**config.mk**
```make
export PLATFORM = sky130hd
export DESIGN_NAME = cell_voltage_scan_monitor
export DESIGN_NICKNAME = d
export VERILOG_FILES = /design/src/rtl/cvsm_pkg.sv /design/src/rtl/cell_voltage_scan_monitor.sv /design/src/rtl/cvsm_mv_conv.sv /design/src/rtl/cvsm_scan_acc.sv /design/src/rtl/cvsm_avg.sv
export SDC_FILE = /design/constraint.sdc
export NUM_CORES = 1
export LEC_CHECK = 0
export ABC_AREA = 0
export BUFFER_PORTS_ARGS = -buffer_cell sky130_fd_sc_hd__buf_2
export CORE_ASPECT_RATIO = 0.7
export CORE_MARGIN = 2
export CORE_UTILIZATION = 55
export DETAILED_ROUTE_END_ITERATION = 6
export PLACE_DENSITY = 0.76
export SLEW_MARGIN = 20
export SYNTH_ARGS = -nofsm -noshare
export SYNTH_HDL_FRONTEND = slang
export SYNTH_SLANG_ARGS = --single-unit
```
**constraint.sdc**
```tcl
create_clock -name clk_i -period 5.7 [get_ports clk_i]
set_input_delay 0.855 -clock clk_i [delete_from_list [all_inputs] [get_ports clk_i]]
set_output_delay 0.855 -clock clk_i [all_outputs]
set_load 0.02 [all_outputs]
```
**src/rtl/cvsm_pkg.sv**
```systemverilog
// ----------------------------------------------------------------------------
// cvsm_pkg
// shared constants and types of the cell voltage scan monitor
// ----------------------------------------------------------------------------
package cvsm_pkg;

  // pack layout
  localparam int unsigned NUM_MODULES      = 4;
  localparam int unsigned CELLS_PER_MODULE = 12;
  localparam int unsigned INDEX_STRIDE     = 12;
  localparam int unsigned SCAN_LENGTH      = NUM_MODULES * CELLS_PER_MODULE;
  localparam int unsigned MAX_INDEX        = INDEX_STRIDE * (NUM_MODULES - 1)
                                             + CELLS_PER_MODULE - 1;

  // field widths
  localparam int unsigned CODE_W  = 16;
  localparam int unsigned MV_W    = 13;
  localparam int unsigned IDX_W   = 8;
  localparam int unsigned SUM_W   = 21;
  localparam int unsigned SHIFT_W = 4;

  // scan position counters
  localparam int unsigned CELL_W = (CELLS_PER_MODULE > 1) ? $clog2(CELLS_PER_MODULE) : 1;
  localparam int unsigned MOD_W  = (NUM_MODULES > 1) ? $clog2(NUM_MODULES) : 1;

  // code to millivolts: code / 10 as (code * 52429) >> 19, exact over 16 bits
  localparam int unsigned PROD_W      = 2 * CODE_W;
  localparam logic [CODE_W-1:0] DIV10_MULT = 16'd52429;
  localparam int unsigned DIV10_SHIFT = 19;

  // moving average
  localparam int unsigned AVG_FRAC_BITS = 8;
  localparam int unsigned AVG_W         = SUM_W + AVG_FRAC_BITS;
  localparam int unsigned SHIFT_MAX     = 8;
  localparam logic [SHIFT_W-1:0] SHIFT_RESET = 4'd4;

  // output stream packing
  localparam int unsigned OUT_FIELD_W = 2 * MV_W + 2 * IDX_W + 2 * SUM_W;
  localparam int unsigned OUT_TDATA_W = ((OUT_FIELD_W + 7) / 8) * 8;
  localparam int unsigned OUT_PAD_W   = OUT_TDATA_W - OUT_FIELD_W;

  // figures of one finished scan
  typedef struct packed {
    logic [SUM_W-1:0] sum_mv;
    logic [IDX_W-1:0] max_idx;
    logic [MV_W-1:0]  max_mv;
    logic [IDX_W-1:0] min_idx;
    logic [MV_W-1:0]  min_mv;
  } scan_res_t;

  // one result item
  typedef struct packed {
    logic [SUM_W-1:0] avg_mv;
    scan_res_t        scan;
  } out_item_t;

endpackage

```
**src/rtl/cell_voltage_scan_monitor.sv**
```systemverilog
// ----------------------------------------------------------------------------
// cell_voltage_scan_monitor
// battery cell scan monitor: min/max cell, pack sum and averaged pack voltage
// ----------------------------------------------------------------------------
//  channel   | direction | payload
//  ----------+-----------+-----------------------------------------------------
//  s_axis    | in        | cell_code, one raw code per cell in scan order
//  m_axis    | out       | one item per scan: min/max cell, indices, sum, avg
//  cfg       | in        | avg_shift, log2 of the averaging length
//
//  an item is accepted every cycle while the output does not stall; a cell
//  passes an input register, a reciprocal multiply stage and the accumulate
//  stage, and a scan result then moves through the averaging stage into the
//  output register, whose valid bit drives m_axis_tvalid
//  reset clears the scan counters, accumulators and the average, no sweep
//  a stalled output fills the stages behind it; cells keep flowing while the
//  held result waits, until the last cell of a scan meets both result
//  registers full
// ----------------------------------------------------------------------------
module cell_voltage_scan_monitor (
  input  logic                             clk_i,
  input  logic                             rst_ni,
  // cell code stream
  input  logic                             s_axis_tvalid,
  output logic                             s_axis_tready,
  input  logic [cvsm_pkg::CODE_W-1:0]      s_axis_tdata,   // [15:0] cell_code
  // scan result stream
  output logic                             m_axis_tvalid,
  input  logic                             m_axis_tready,
  // [12:0] min_cell_mv, [20:13] min_cell_index, [33:21] max_cell_mv,
  // [41:34] max_cell_index, [62:42] pack_sum_mv, [83:63] pack_average_mv,
  // [87:84] zero
  output logic [cvsm_pkg::OUT_TDATA_W-1:0] m_axis_tdata,
  // configuration write
  input  logic                             cfg_valid_i,
  output logic                             cfg_ready_o,
  input  logic [cvsm_pkg::SHIFT_W-1:0]     cfg_data_i      // [3:0] avg_shift
);
  import cvsm_pkg::*;

  // averaging shift register
  logic [SHIFT_W-1:0] avg_shift_q;

  // between conversion and accumulate
  logic               mv_valid;
  logic               mv_take;
  logic [MV_W-1:0]    mv;

  // between accumulate and averaging
  logic               res_valid;
  logic               res_ready;
  scan_res_t          res;

  out_item_t          out_item;

  // config is always accepted
  assign cfg_ready_o = 1'b1;

  always_ff @(posedge clk_i or negedge rst_ni) begin
    if (!rst_ni) begin
      avg_shift_q <= SHIFT_RESET;
    end else if (cfg_valid_i) begin
      avg_shift_q <= cfg_data_i;
    end
  end

  cvsm_mv_conv u_mv_conv (
    .clk_i      (clk_i),
    .rst_ni     (rst_ni),
    .in_valid_i (s_axis_tvalid),
    .in_ready_o (s_axis_tready),
    .in_code_i  (s_axis_tdata),
    .mv_valid_o (mv_valid),
    .mv_take_i  (mv_take),
    .mv_o       (mv)
  );

  cvsm_scan_acc u_scan_acc (
    .clk_i       (clk_i),
    .rst_ni      (rst_ni),
    .mv_valid_i  (mv_valid),
    .mv_take_o   (mv_take),
    .mv_i        (mv),
    .res_valid_o (res_valid),
    .res_ready_i (res_ready),
    .res_o       (res)
  );

  cvsm_avg u_avg (
    .clk_i       (clk_i),
    .rst_ni      (rst_ni),
    .shift_i     (avg_shift_q),
    .res_valid_i (res_valid),
    .res_ready_o (res_ready),
    .res_i       (res),
    .out_valid_o (m_axis_tvalid),
    .out_ready_i (m_axis_tready),
    .out_o       (out_item)
  );

  // fields from the lowest bit up, zero fill on top
  assign m_axis_tdata = {{OUT_PAD_W{1'b0}},
                         out_item.avg_mv,
                         out_item.scan.sum_mv,
                         out_item.scan.max_idx,
                         out_item.scan.max_mv,
                         out_item.scan.min_idx,
                         out_item.scan.min_mv};

endmodule

```
**src/rtl/cvsm_mv_conv.sv**
```systemverilog
// ----------------------------------------------------------------------------
// cvsm_mv_conv
// input register and code to millivolt conversion stage
// ----------------------------------------------------------------------------
module cvsm_mv_conv (
  input  logic                       clk_i,
  input  logic                       rst_ni,
  input  logic                       in_valid_i,
  output logic                       in_ready_o,
  input  logic [cvsm_pkg::CODE_W-1:0] in_code_i,
  output logic                       mv_valid_o,
  input  logic                       mv_take_i,
  output logic [cvsm_pkg::MV_W-1:0]  mv_o
);
  import cvsm_pkg::*;

  logic              code_v_q;
  logic [CODE_W-1:0] code_q;
  logic              mv_v_q;
  logic [MV_W-1:0]   mv_q;
  logic [MV_W-1:0]   mv_d;
  logic [PROD_W-1:0] prod;
  logic              mv_rdy;
  logic              code_rdy;

  assign mv_rdy   = !mv_v_q || mv_take_i;
  assign code_rdy = !code_v_q || mv_rdy;

  // reciprocal multiply, quotient taken from the upper bits
  assign prod = PROD_W'(code_q) * PROD_W'(DIV10_MULT);
  assign mv_d = prod[DIV10_SHIFT +: MV_W];

  always_ff @(posedge clk_i or negedge rst_ni) begin
    if (!rst_ni) begin
      code_v_q <= 1'b0;
      mv_v_q   <= 1'b0;
    end else begin
      if (code_rdy) begin
        code_v_q <= in_valid_i;
      end
      if (mv_rdy) begin
        mv_v_q <= code_v_q;
      end
    end
  end

  always_ff @(posedge clk_i) begin
    if (in_valid_i && code_rdy) begin
      code_q <= in_code_i;
    end
    if (code_v_q && mv_rdy) begin
      mv_q <= mv_d;
    end
  end

  assign in_ready_o = code_rdy;
  assign mv_valid_o = mv_v_q;
  assign mv_o       = mv_q;

endmodule

```
**src/rtl/cvsm_scan_acc.sv**
```systemverilog
// ----------------------------------------------------------------------------
// cvsm_scan_acc
// per-scan sum, minimum and maximum tracking with cell indexing
// ----------------------------------------------------------------------------
module cvsm_scan_acc (
  input  logic                      clk_i,
  input  logic                      rst_ni,
  input  logic                      mv_valid_i,
  output logic                      mv_take_o,
  input  logic [cvsm_pkg::MV_W-1:0] mv_i,
  output logic                      res_valid_o,
  input  logic                      res_ready_i,
  output cvsm_pkg::scan_res_t       res_o
);
  import cvsm_pkg::*;

  logic [CELL_W-1:0] cell_q;
  logic [MOD_W-1:0]  mod_q;
  logic [IDX_W-1:0]  base_q;
  logic [SUM_W-1:0]  sum_q;
  logic [MV_W-1:0]   lo_q;
  logic [IDX_W-1:0]  lo_idx_q;
  logic [MV_W-1:0]   hi_q;
  logic [IDX_W-1:0]  hi_idx_q;
  logic              res_v_q;
  scan_res_t         res_q;

  logic              cell_last;
  logic              last;
  logic              take;
  logic [IDX_W-1:0]  idx;
  scan_res_t         upd;

  assign cell_last = (cell_q == CELL_W'(CELLS_PER_MODULE - 1));
  assign last      = cell_last && (mod_q == MOD_W'(NUM_MODULES - 1));
  assign take      = mv_valid_i && (!last || res_ready_i);
  assign idx       = base_q + IDX_W'(cell_q);

  // figures including the current cell, ties keep the earlier cell
  always_comb begin
    upd.sum_mv  = sum_q + SUM_W'(mv_i);
    upd.min_mv  = lo_q;
    upd.min_idx = lo_idx_q;
    upd.max_mv  = hi_q;
    upd.max_idx = hi_idx_q;
    if (mv_i < lo_q) begin
      upd.min_mv  = mv_i;
      upd.min_idx = idx;
    end
    if (mv_i > hi_q) begin
      upd.max_mv  = mv_i;
      upd.max_idx = idx;
    end
  end

  always_ff @(posedge clk_i or negedge rst_ni) begin
    if (!rst_ni) begin
      cell_q   <= '0;
      mod_q    <= '0;
      base_q   <= '0;
      sum_q    <= '0;
      lo_q     <= '1;
      lo_idx_q <= '0;
      hi_q     <= '0;
      hi_idx_q <= '0;
      res_v_q  <= 1'b0;
    end else begin
      if (res_ready_i) begin
        res_v_q <= take && last;
      end
      if (take) begin
        if (last) begin
          cell_q   <= '0;
          mod_q    <= '0;
          base_q   <= '0;
          sum_q    <= '0;
          lo_q     <= '1;
          lo_idx_q <= '0;
          hi_q     <= '0;
          hi_idx_q <= '0;
        end else begin
          sum_q    <= upd.sum_mv;
          lo_q     <= upd.min_mv;
          lo_idx_q <= upd.min_idx;
          hi_q     <= upd.max_mv;
          hi_idx_q <= upd.max_idx;
          if (cell_last) begin
            cell_q <= '0;
            mod_q  <= mod_q + MOD_W'(1);
            base_q <= base_q + IDX_W'(INDEX_STRIDE);
          end else begin
            cell_q <= cell_q + CELL_W'(1);
          end
        end
      end
    end
  end

  always_ff @(posedge clk_i) begin
    if (take && last) begin
      res_q <= upd;
    end
  end

  assign mv_take_o   = take;
  assign res_valid_o = res_v_q;
  assign res_o       = res_q;

endmodule

```
**src/rtl/cvsm_avg.sv**
```systemverilog
// ----------------------------------------------------------------------------
// cvsm_avg
// pack voltage moving average and output register
// ----------------------------------------------------------------------------
module cvsm_avg (
  input  logic                         clk_i,
  input  logic                         rst_ni,
  input  logic [cvsm_pkg::SHIFT_W-1:0] shift_i,
  input  logic                         res_valid_i,
  output logic                         res_ready_o,
  input  cvsm_pkg::scan_res_t          res_i,
  output logic                         out_valid_o,
  input  logic                         out_ready_i,
  output cvsm_pkg::out_item_t          out_o
);
  import cvsm_pkg::*;

  logic               avg_loaded_q;
  logic [AVG_W-1:0]   avg_q;
  logic [AVG_W-1:0]   avg_d;
  logic               out_v_q;
  out_item_t          out_q;

  logic               out_rdy;
  logic               move;
  logic [SHIFT_W-1:0] shamt;
  logic [AVG_W-1:0]   target;
  logic signed [AVG_W:0] diff;
  logic signed [AVG_W:0] step;

  assign out_rdy     = !out_v_q || out_ready_i;
  assign res_ready_o = !res_valid_i || out_rdy;
  assign move        = res_valid_i && out_rdy;

  assign shamt  = (shift_i > SHIFT_W'(SHIFT_MAX)) ? SHIFT_W'(SHIFT_MAX) : shift_i;
  assign target = {res_i.sum_mv, {AVG_FRAC_BITS{1'b0}}};

  // floor shift of the signed difference covers both directions
  assign diff = $signed({1'b0, target}) - $signed({1'b0, avg_q});
  assign step = diff >>> shamt;

  assign avg_d = avg_loaded_q ? (avg_q + step[AVG_W-1:0]) : target;

  always_ff @(posedge clk_i or negedge rst_ni) begin
    if (!rst_ni) begin
      avg_loaded_q <= 1'b0;
      avg_q        <= '0;
      out_v_q      <= 1'b0;
    end else begin
      if (out_rdy) begin
        out_v_q <= res_valid_i;
      end
      if (move) begin
        avg_loaded_q <= 1'b1;
        avg_q        <= avg_d;
      end
    end
  end

  always_ff @(posedge clk_i) begin
    if (move) begin
      out_q.scan   <= res_i;
      out_q.avg_mv <= avg_d[AVG_W-1:AVG_FRAC_BITS];
    end
  end

  assign out_valid_o = out_v_q;
  assign out_o       = out_q;

endmodule

```
Word level (Yosys, flattened, before mapping) --
Index checks and enable logic that the tools add are counted.
Word-level totals: output and inout port bits 91, latch bits 0, memories 0, flip-flop bits (word level) 291, bits in read-only memories 0, bits in writable memories 0, word-level logic and storage cells 75
Cells by class: bitwise gates (word level) 0, magnitude comparators 3, $mul 1, reductions and logical operators 18, divide/modulo/power cells 0, shifts and indexed selects 1, equal/unequal tests 2, mux-type cells 15, add/sub/neg operators 7
Operators by type and width (count):
- two-way mux 21 bit | 3
- multiplier 16 x 16 -> 32 bit (second input constant) | 1
- two-way mux 8 bit | 4
- >>> shifter 30 x 4 -> 29 bit | 1
- subtractor 29 x 29 -> 30 bit | 1
- adder 29 bit | 1
- two-way mux 29 bit | 1
- two-way mux 13 bit | 2
- adder 21 x 13 -> 21 bit | 1
- greater-than comparator 13 bit | 1
- less-than comparator 13 bit | 1
- two-way mux 4 bit | 3
- adder 8 x 4 -> 8 bit | 1
- adder 8 x 4 -> 8 bit (second input constant) | 1
- logical AND 1 bit | 6
- zero test 1 bit | 5
- logical OR 1 bit | 5
- adder 4 x 1 -> 4 bit (second input constant) | 1
- equality test 4 bit (second input constant) | 1
- greater-than comparator 4 bit (second input constant) | 1
- two-way mux 2 bit | 2
- adder 2 x 1 -> 2 bit (second input constant) | 1
- equality test 2 bit (second input constant) | 1
- AND reduction 2 bit | 1
- nonzero test 2 bit | 1

Longest topological paths before layout --
Gate-level depths: netlist of run 1.
depth after elaboration 8, mapped depth 24

By module --
Synthesis of run 1 repeated with hierarchy kept, for this count alone.
Second synthesis, totals: cells, all modules 1990, area total of the unflattened synthesis 21165.3 µm²
By module, submodules not included:
- cvsm_avg | area an instance 8371.8 µm², times used 1, sequential area each 3298.2 µm², cells each 856
- cvsm_scan_acc | area an instance 6964.2 µm², times used 1, sequential area each 3809.9 µm², cells each 569
- cvsm_mv_conv | area an instance 5637.9 µm², times used 1, sequential area each 920.9 µm², cells each 550
- cell_voltage_scan_monitor | area an instance 191.4 µm², times used 1, sequential area each 101.3 µm², cells each 15

Least setup slack after synthesis of run 1 --
No wires, ideal clock.
kind register to register, from register u_mv_conv.code_q[6], to register u_mv_conv.mv_q[12], in the netlist u_mv_conv.mv_o[12], data pin, cell stages (with the launch flop) 22, period minus slack after synthesis 5.844 ns, data arrival time 5.580 ns, library setup time 0.264 ns, setup slack -0.144 ns, path through edfxtp_1 > ha_1 > inv_1 > fa_1 > inv_1 > fa_1 > inv_1 > fa_1 > inv_1 > fa_1 > ha_1 > ha_1 > a21o_1 > a21o_1 > a211o_1 > or3_1 > o211a_1 > o21ai_1 > a21boi_1 > or2_1 > o31ai_1 > xnor2_1
Between the ends: longest elaborated chain between the ends 1
Ends and longest elaborated chain:
- from (decl) | line cvsm_mv_conv.sv:18 | logic [CODE_W-1:0] code_q;
- from (signal assigned) | line cvsm_mv_conv.sv:49 | code_q <= in_code_i;
- multiplier 16 x 16 -> 32 bit | line cvsm_mv_conv.sv:30 | assign prod = PROD_W'(code_q) * PROD_W'(DIV10_MULT);
- named net u_mv_conv.prod[31] | line cvsm_mv_conv.sv:22 | logic [PROD_W-1:0] prod;
- to (signal assigned) | line cvsm_mv_conv.sv:52 | mv_q <= mv_d;
- to (decl) | line cvsm_mv_conv.sv:20 | logic [MV_W-1:0] mv_q;
The timed path passes the listed nets, and every way through them passes these cells. A chain may end at the register's enable or synchronous reset.

Worst setup path in the final report of run 1 --
from register u_mv_conv.code_q[11], to register u_mv_conv.mv_q[12], in the netlist u_mv_conv.mv_o[12], data pin
The elaborated chain is that of the path after synthesis.

==> results.json, run 1 <==
{
  "outcome": "complete, but fails checks",
  "failed_checks": "setup timing",
  "final_antenna_net_count": 0,
  "synth_edf_count": 176,
  "worst_path_largest_cell_delay_ns": 0.50,
  "ys_dominant_reg_cell": "edfxtp_1",
  "postSynth.asyncResetShare_pct": 39.1,
  "period_utilisation_layout_pct": 101,
  "path_buf_inv": 3,
  "timing.slew.headroom_pct": 34.3,
  "worst_slew_pin_slew_ns": 0.985,
  "critPathMostFrequentCell": "fa_1",
  "chipWidth_um": 232,
  "tritoncts_num_sinks": 289,
  "gr-usage-all-layers_pct": 27.3,
  "vias": 15300,
  "initial_core_util_pct": 55.9,
  "min-delay-path-class": "register to register",
  "io_buffer_count": 110,
  "worst_path_dominant_cell_family": "adder cells",
  "core-area_um2": 35900,
  "clock_skew_ns": 0.0221,
  "mux_contribution_to_synthesized_area_pct": 4.48,
  "synth_area_per_inst_um2": 10.8,
  "clock_tree.buffer_depth": 3,
  "synth-xor-area-share_pct": 3.54,
  "period_minus_slack_ns": 5.77,
  "placed_cell_area_um2": 22200,
  "synth-seq-cells": 289,
  "timing.fmax_ghz": 0.173,
  "synth_largest_area_cell": "edfxtp_1",
  "post-route-worst-setup-slack_ns": -0.0728,
  "critical_path.cell_chain": "ha_4, buf_4, ha_1, inv_1, fa_1, fa_1, inv_1, fa_1, fa_1, ha_1, o21ai_1, a21oi_4, a221oi_4, a211oi_4, o211a_1, o21ai_2, a21boi_2, or2_4, o31ai_2, xnor2_1",
  "final.setup.tns_ns": -0.125,
  "via_count_of_the_first_global_routing_pass": 14800,
  "cp_required_ns": 6.03,
  "critPathSlowestCell": "fa_1",
  "rsz0062_at_grt": "true",
  "hold_viol": 0,
  "post_route_cells_drive_above_1_share_pct": 24.6,
  "number_of_nets_in_the_finished_design": 2452,
  "netlist.area_leader.share_pct": 26.3,
  "sequential_cell_area_fraction_in_the_yosys_report_pct": 40.5,
  "preCtsSetupSlack_ns": -0.199,
  "setup_failing_eps_final": 2,
  "gp_congestion": 0.928,
  "main_combinational_cell_family_by_area_after_synthesis": "adder cells",
  "clk_transition_reported_paths_ns": 0.06,
  "reg2reg_slack_ns": -0.07,
  "numCtsBuffers": 28,
  "grt_max_degree": 71,
  "critical_path_arrival_ns": 6.10,
  "max_cap_viol_count": 0,
  "worst-path-max-fanout": 3,
  "routedWlPerCell_um": 20.0,
  "synth_adder_area_share_pct": 22.3,
  "avgViaCountPerCell": 5.84,
  "post_synth_main_area_contributors": "edfxtp_1 26%, ha_1 14%, dfrtp_1 12%, fa_1 8.3%, inv_1 4.1%",
  "global_route_congestion_overflow_total": 0,
  "drc_errors": 0,
  "crit_path_end_kind": "register",
  "synthCells": 1854,
  "synth-warning-count": 0,
  "hold-worst-slack_ns": 0.417,
  "detail_route.wirelength_mm": 52.3,
  "synth_cell_type_count": 92,
  "synth-compound-area-share_pct": 14.7,
  "area_growth_pct": 19.2,
  "cts_htree_levels": 1,
  "detailedPlacementHpwl_mm": 39.4,
  "tritoncts": "built",
  "detail_route.first_pass.iterations": 7,
  "criticalPathCategory": "register to register",
  "cts_hold_repair.buffers": 0,
  "cts-root-buf": "clkbuf_16",
  "setup.worst_path.start_class": "register",
  "dieHeight_um": 164,
  "num_rows": 58,
  "drt_iter0_drc": 1633,
  "final_max_slew_viol_count": 0,
  "pin_count": 116,
  "floorplan.die_area_um2": 38100,
  "antenna_found_initial": 0,
  "worst_skew_pair_later_pin_latency_ns": 0.59,
  "synth_simple_gate_area_share_pct": 8.91,
  "layout.cell_area.non_filler_um2": 23900,
  "insertedDiodeCount": 0,
  "mappedNetlistArea_um2": 20100,
  "grt_first_pass_wirelength_mm": 80.8
}
==> synth_stat cells, drive strengths merged, types with 9 or more instances <==
master	n
nor2b	19
mux2i	20
dfstp	14
inv	219
nor3	28
ha	225
o21a	15
o31ai	14
clkbuf	49
and3	11
a21oi	89
nand3	34
a31oi	18
o21ai	117
o211ai	12
nand2b	14
and2	9
nand2	125
mux2	60
dfrtp	99
nand4	15
a211oi	18
nor2	88
a22o	41
a2bb2oi	11
a21o	30
edfxtp	176
buf	16
xor2	21
xnor2	60
fa	83
==> registers in the layout, summed over array words and instances, names as in the netlist, 6 cells and up <==
name,count
u_avg.avg_q,29
u_avg.out_o,84
u_mv_conv.code_q,16
u_mv_conv.mv_o,13
u_scan_acc.base_q,6
u_scan_acc.hi_idx_q,8
u_scan_acc.hi_q,13
u_scan_acc.lo_idx_q,8
u_scan_acc.lo_q,13
u_scan_acc.res_o,63
u_scan_acc.sum_q,21
==> area by class of cell <==
type / instances / area, um^2
multi-input combinational: 1282 / 11400
clock buffer: 32 / 736
sequential: 289 / 8130
tap: 480 / 601
timing repair buffer: 297 / 1970
clock inverter: 20 / 204
fill: 2653 / 12000
inverter: 221 / 837
==> metal layers <==
layer  track usage (%)  part of all wire, %  up-vias
met5                 0                    0        -
met4              6.21                  2.4        0
met3              4.60                  7.2       78
met2              41.0                   44      585
met1              41.3                   47     7480
li1                  -                    -     7156
==> cells in the final DEF, fill, tap and decap left out, types with 12 or more instances in the layout <==
master	netlist	routed
inv_1	219	205
ha_1	225	195
buf_4	5	184
edfxtp_1	176	176
nand2_1	125	124
buf_2	8	109
o21ai_0	111	101
dfrtp_1	99	99
nor2_1	88	87
a21oi_1	87	80
fa_1	83	78
mux2_2	58	58
xnor2_1	60	57
a22o_1	41	41
nand3_1	33	31
a21o_1	30	30
clkbuf_16	0	28
nor3_1	26	26
ha_4	0	24
xor2_1	21	20
mux2i_1	20	20
nor2b_1	19	19
o21a_1	15	15
nand4_1	14	14
a211oi_1	17	14
nand2b_1	14	14
a31oi_1	16	14
dfstp_2	14	14
o211ai_1	12	12
inv_2	0	12
==> cells by family (layout without fill, tap and decap cells) <==
group	after synthesis	in the layout
flip-flops	289	289
multiplexers	81	81
other	2	5
adder cells (fa/ha/maj)	308	308
buffers and inverters	286	570
AND/OR/NAND/NOR	372	372
XOR/XNOR	81	81
AO/OA/AOI/OAI	435	435
==> what timing repair did <==
item / CTS / global route
buffers inserted: 21 / 12
pin swaps: 37 / 58
resized for setup: 28 / 70
setup endpoints to repair: 5 / 26
==> through the flow <==
step	util, %	instances
2_1_floorplan	-	1857
5_1_grt	66.6	2621
4_1_cts	65.3	2611
3_5_place_dp	61.9	2538
3_3_place_gp	61.9	2538
6_report	66.6	2621
==> final timing paths <==
kind / cells past startpoint / start / to
worst min-delay path: 0 / u_scan_acc.res_o[13]$_DFFE_PP_ / u_avg.out_o[13]$_DFFE_PP_
min in group asynchronous: 1 / rst_ni / u_avg.avg_q[10]$_DFFE_PN0P_
worst max register to register: 20 / u_mv_conv.code_q[11]$_DFFE_PP_ / u_mv_conv.mv_o[12]$_DFFE_PP_
worst min register to register: 0 / u_scan_acc.res_o[13]$_DFFE_PP_ / u_avg.out_o[13]$_DFFE_PP_
max in group asynchronous: 2 / rst_ni / u_avg.avg_q[23]$_DFFE_PN0P_
worst max-delay path: 20 / u_mv_conv.code_q[11]$_DFFE_PP_ / u_mv_conv.mv_o[12]$_DFFE_PP_
Power of run 1 is left out: the tool's default activity adds up to more than one toggle a clock period on the data nets, which glitch-free logic cannot reach.
==> run 2, diff against run 1 <==
--- a/config.mk
+++ b/config.mk
@@ -7,9 +7,9 @@
 export LEC_CHECK = 0
 export ABC_AREA = 0
 export BUFFER_PORTS_ARGS = -buffer_cell sky130_fd_sc_hd__buf_2
-export CORE_ASPECT_RATIO = 0.7
 export CORE_MARGIN = 2
 export CORE_UTILIZATION = 55
+export CTS_BUF_LIST = sky130_fd_sc_hd__clkbuf_2 sky130_fd_sc_hd__clkbuf_4 sky130_fd_sc_hd__clkbuf_8
 export DETAILED_ROUTE_END_ITERATION = 6
 export PLACE_DENSITY = 0.76
 export SLEW_MARGIN = 20
==> run 2 against run 1 <==
  * The flow still finishes with violations (setup timing)
  * Sequential cell count did not move
  * Cell count fell by 0.72%
  * Hold slack got worse by 0.14 ns
  * Highest routed layer unchanged
  * Die area barely moved
  * Via count fell by 1.3%
  * Clock skew rose by 0.034 ns
  * Setup slack got worse by 0.034 ns
==> results.json, run 2 (synthesized netlist as in run 1, its figures left out) <==
{
  "clk_transition_reported_paths_ns": 0.07,
  "min-delay-path-class": "primary input to async pin",
  "worst_skew_pair_later_pin_latency_ns": 0.67,
  "vias": 15100,
  "path_buf_inv": 5,
  "layout.cell_area.non_filler_um2": 23600,
  "criticalPathCategory": "register to register",
  "placed_cell_area_um2": 22000,
  "tritoncts": "built",
  "drc_errors": 0,
  "rsz0062_at_grt": "true",
  "global_route_congestion_overflow_total": 0,
  "cp_required_ns": 6.11,
  "period_utilisation_layout_pct": 102,
  "core-area_um2": 35700,
  "highest_count_cells_in_the_layout_ignoring_fill_and_taps": "210 x inv_1, 202 x ha_1, 176 x edfxtp_1, 143 x buf_4, 125 x nand2_1",
  "grt_first_pass_wirelength_mm": 80.3,
  "worst_path_largest_cell_delay_ns": 0.59,
  "via_count_of_the_first_global_routing_pass": 15400,
  "avgViaCountPerCell": 5.80,
  "num_rows": 69,
  "outcome": "complete, but fails checks",
  "worst_slew_pin_slew_ns": 1.04,
  "worst_path_dominant_cell_family": "adder cells",
  "timing.slew.headroom_pct": 30.9,
  "detailedPlacementHpwl_mm": 38.3,
  "critPathMostFrequentCell": "inv_2",
  "cts-root-buf": "clkbuf_8",
  "insertedDiodeCount": 0,
  "critical_path.cell_chain": "buf_6, ha_4, inv_2, fa_1, inv_2, fa_1, inv_2, fa_1, fa_2, inv_2, fa_2, ha_4, nand3_2, a21oi_2, a221oi_2, a211oi_2, o211a_1, o21ai_2, a21boi_2, or2_4, o31ai_2, xnor2_1",
  "dieHeight_um": 195,
  "post-route-worst-setup-slack_ns": -0.107,
  "tritoncts_num_sinks": 289,
  "clock_skew_ns": 0.0558,
  "period_minus_slack_ns": 5.81,
  "final_max_slew_viol_count": 0,
  "numCtsBuffers": 49,
  "grt_max_degree": 94,
  "crit-reg2reg-launch": "u_mv_conv.code_q[5]$_DFFE_PP_",
  "worst-path-max-fanout": 3,
  "layout_commonest_cell": "inv_1",
  "io_buffer_count": 110,
  "routedWlPerCell_um": 19.4,
  "hold-worst-slack_ns": 0.275,
  "gr-usage-all-layers_pct": 26.8,
  "critPathSlowestCell": "fa_2",
  "hold_viol": 0,
  "post_route_cells_drive_above_1_share_pct": 23.6,
  "max_cap_viol_count": 0,
  "critical_path_arrival_ns": 6.22,
  "failed_checks": "setup timing",
  "timing.fmax_ghz": 0.172,
  "clock_tree.buffer_depth": 3,
  "initial_core_util_pct": 56.1,
  "crit_path_start": "u_mv_conv.code_q[5]$_DFFE_PP_",
  "final_antenna_net_count": 0,
  "gp_congestion": 0.955,
  "crit_path_end_kind": "register",
  "chipWidth_um": 195,
  "number_of_nets_in_the_finished_design": 2433,
  "drt_iter0_drc": 1002,
  "area_growth_pct": 17.9,
  "setup.worst_path.start_class": "register",
  "floorplan.die_area_um2": 38000,
  "detail_route.first_pass.iterations": 7,
  "antenna_found_initial": 0,
  "pin_count": 116,
  "setup_failing_eps_final": 2,
  "detail_route.wirelength_mm": 50.4,
  "cts_htree_levels": 2,
  "number_of_flip_flops_in_the_largest_register": 84
}
[run 2: metrics by stage]
| step | instances | setup WS (ns) | util, % | TNS (ns) |
|---|---|---|---|---|
| 2_1_floorplan | 1857 | 0.00184 | - | 0 |
| 3_3_place_gp | 2491 | -0.119 | 61.6 | -0.312 |
| 3_5_place_dp | 2491 | -0.248 | 61.6 | -0.632 |
| 4_1_cts | 2597 | -0.0522 | 65.4 | -0.0586 |
| 5_1_grt | 2602 | -0.289 | 66.2 | -0.934 |
| 6_report | 2602 | -0.107 | 66.2 | -0.123 |
[run 2: worst paths after layout]
check	endpoint	slack [ns]	cells past startpoint
worst max-delay path	u_mv_conv.mv_o[12]$_DFFE_PP_	-0.11	22
worst min-delay path	u_scan_acc.lo_idx_q[6]$_DFFE_PN0P_	0.27	1
worst max register to register	u_mv_conv.mv_o[12]$_DFFE_PP_	-0.11	22
worst min register to register	u_avg.out_o[28]$_DFFE_PP_	0.41	0
max in group asynchronous	u_scan_acc.sum_q[20]$_DFFE_PN0P_	4.08	2
min in group clk_i	u_mv_conv.code_q[8]$_DFFE_PP_	0.37	1
[run 2: what timing repair did]
item | 4_1_cts | 5_1_grt
pin swaps | 28 | 43
resized for setup | 18 | 46
setup endpoints to repair | 4 | 19
hold buffers | 0 | 0
setup buffers | 14 | 5
[run 2: per-layer routing]
metal  vias up  track usage, %  wire (um)
li1       7140               -          -
met1      7354            35.1      21400
met2       481            43.9      23900
met3       120            5.87       3390
met4         0            10.1       1740
met5         -               0          0
[run 2: layout make-up]
| class | instances | area (um^2) |
|---|---|---|
| Fill cell | 2775 | 12100 |
| Multi-Input combinational cell | 1282 | 11300 |
| Sequential cell | 289 | 8130 |
| Timing Repair Buffer | 257 | 1680 |
| Clock buffer | 66 | 846 |
| Inverter | 221 | 837 |
| Tap cell | 461 | 577 |
| Clock inverter | 26 | 323 |
Power of run 2 is left out for the same reason.
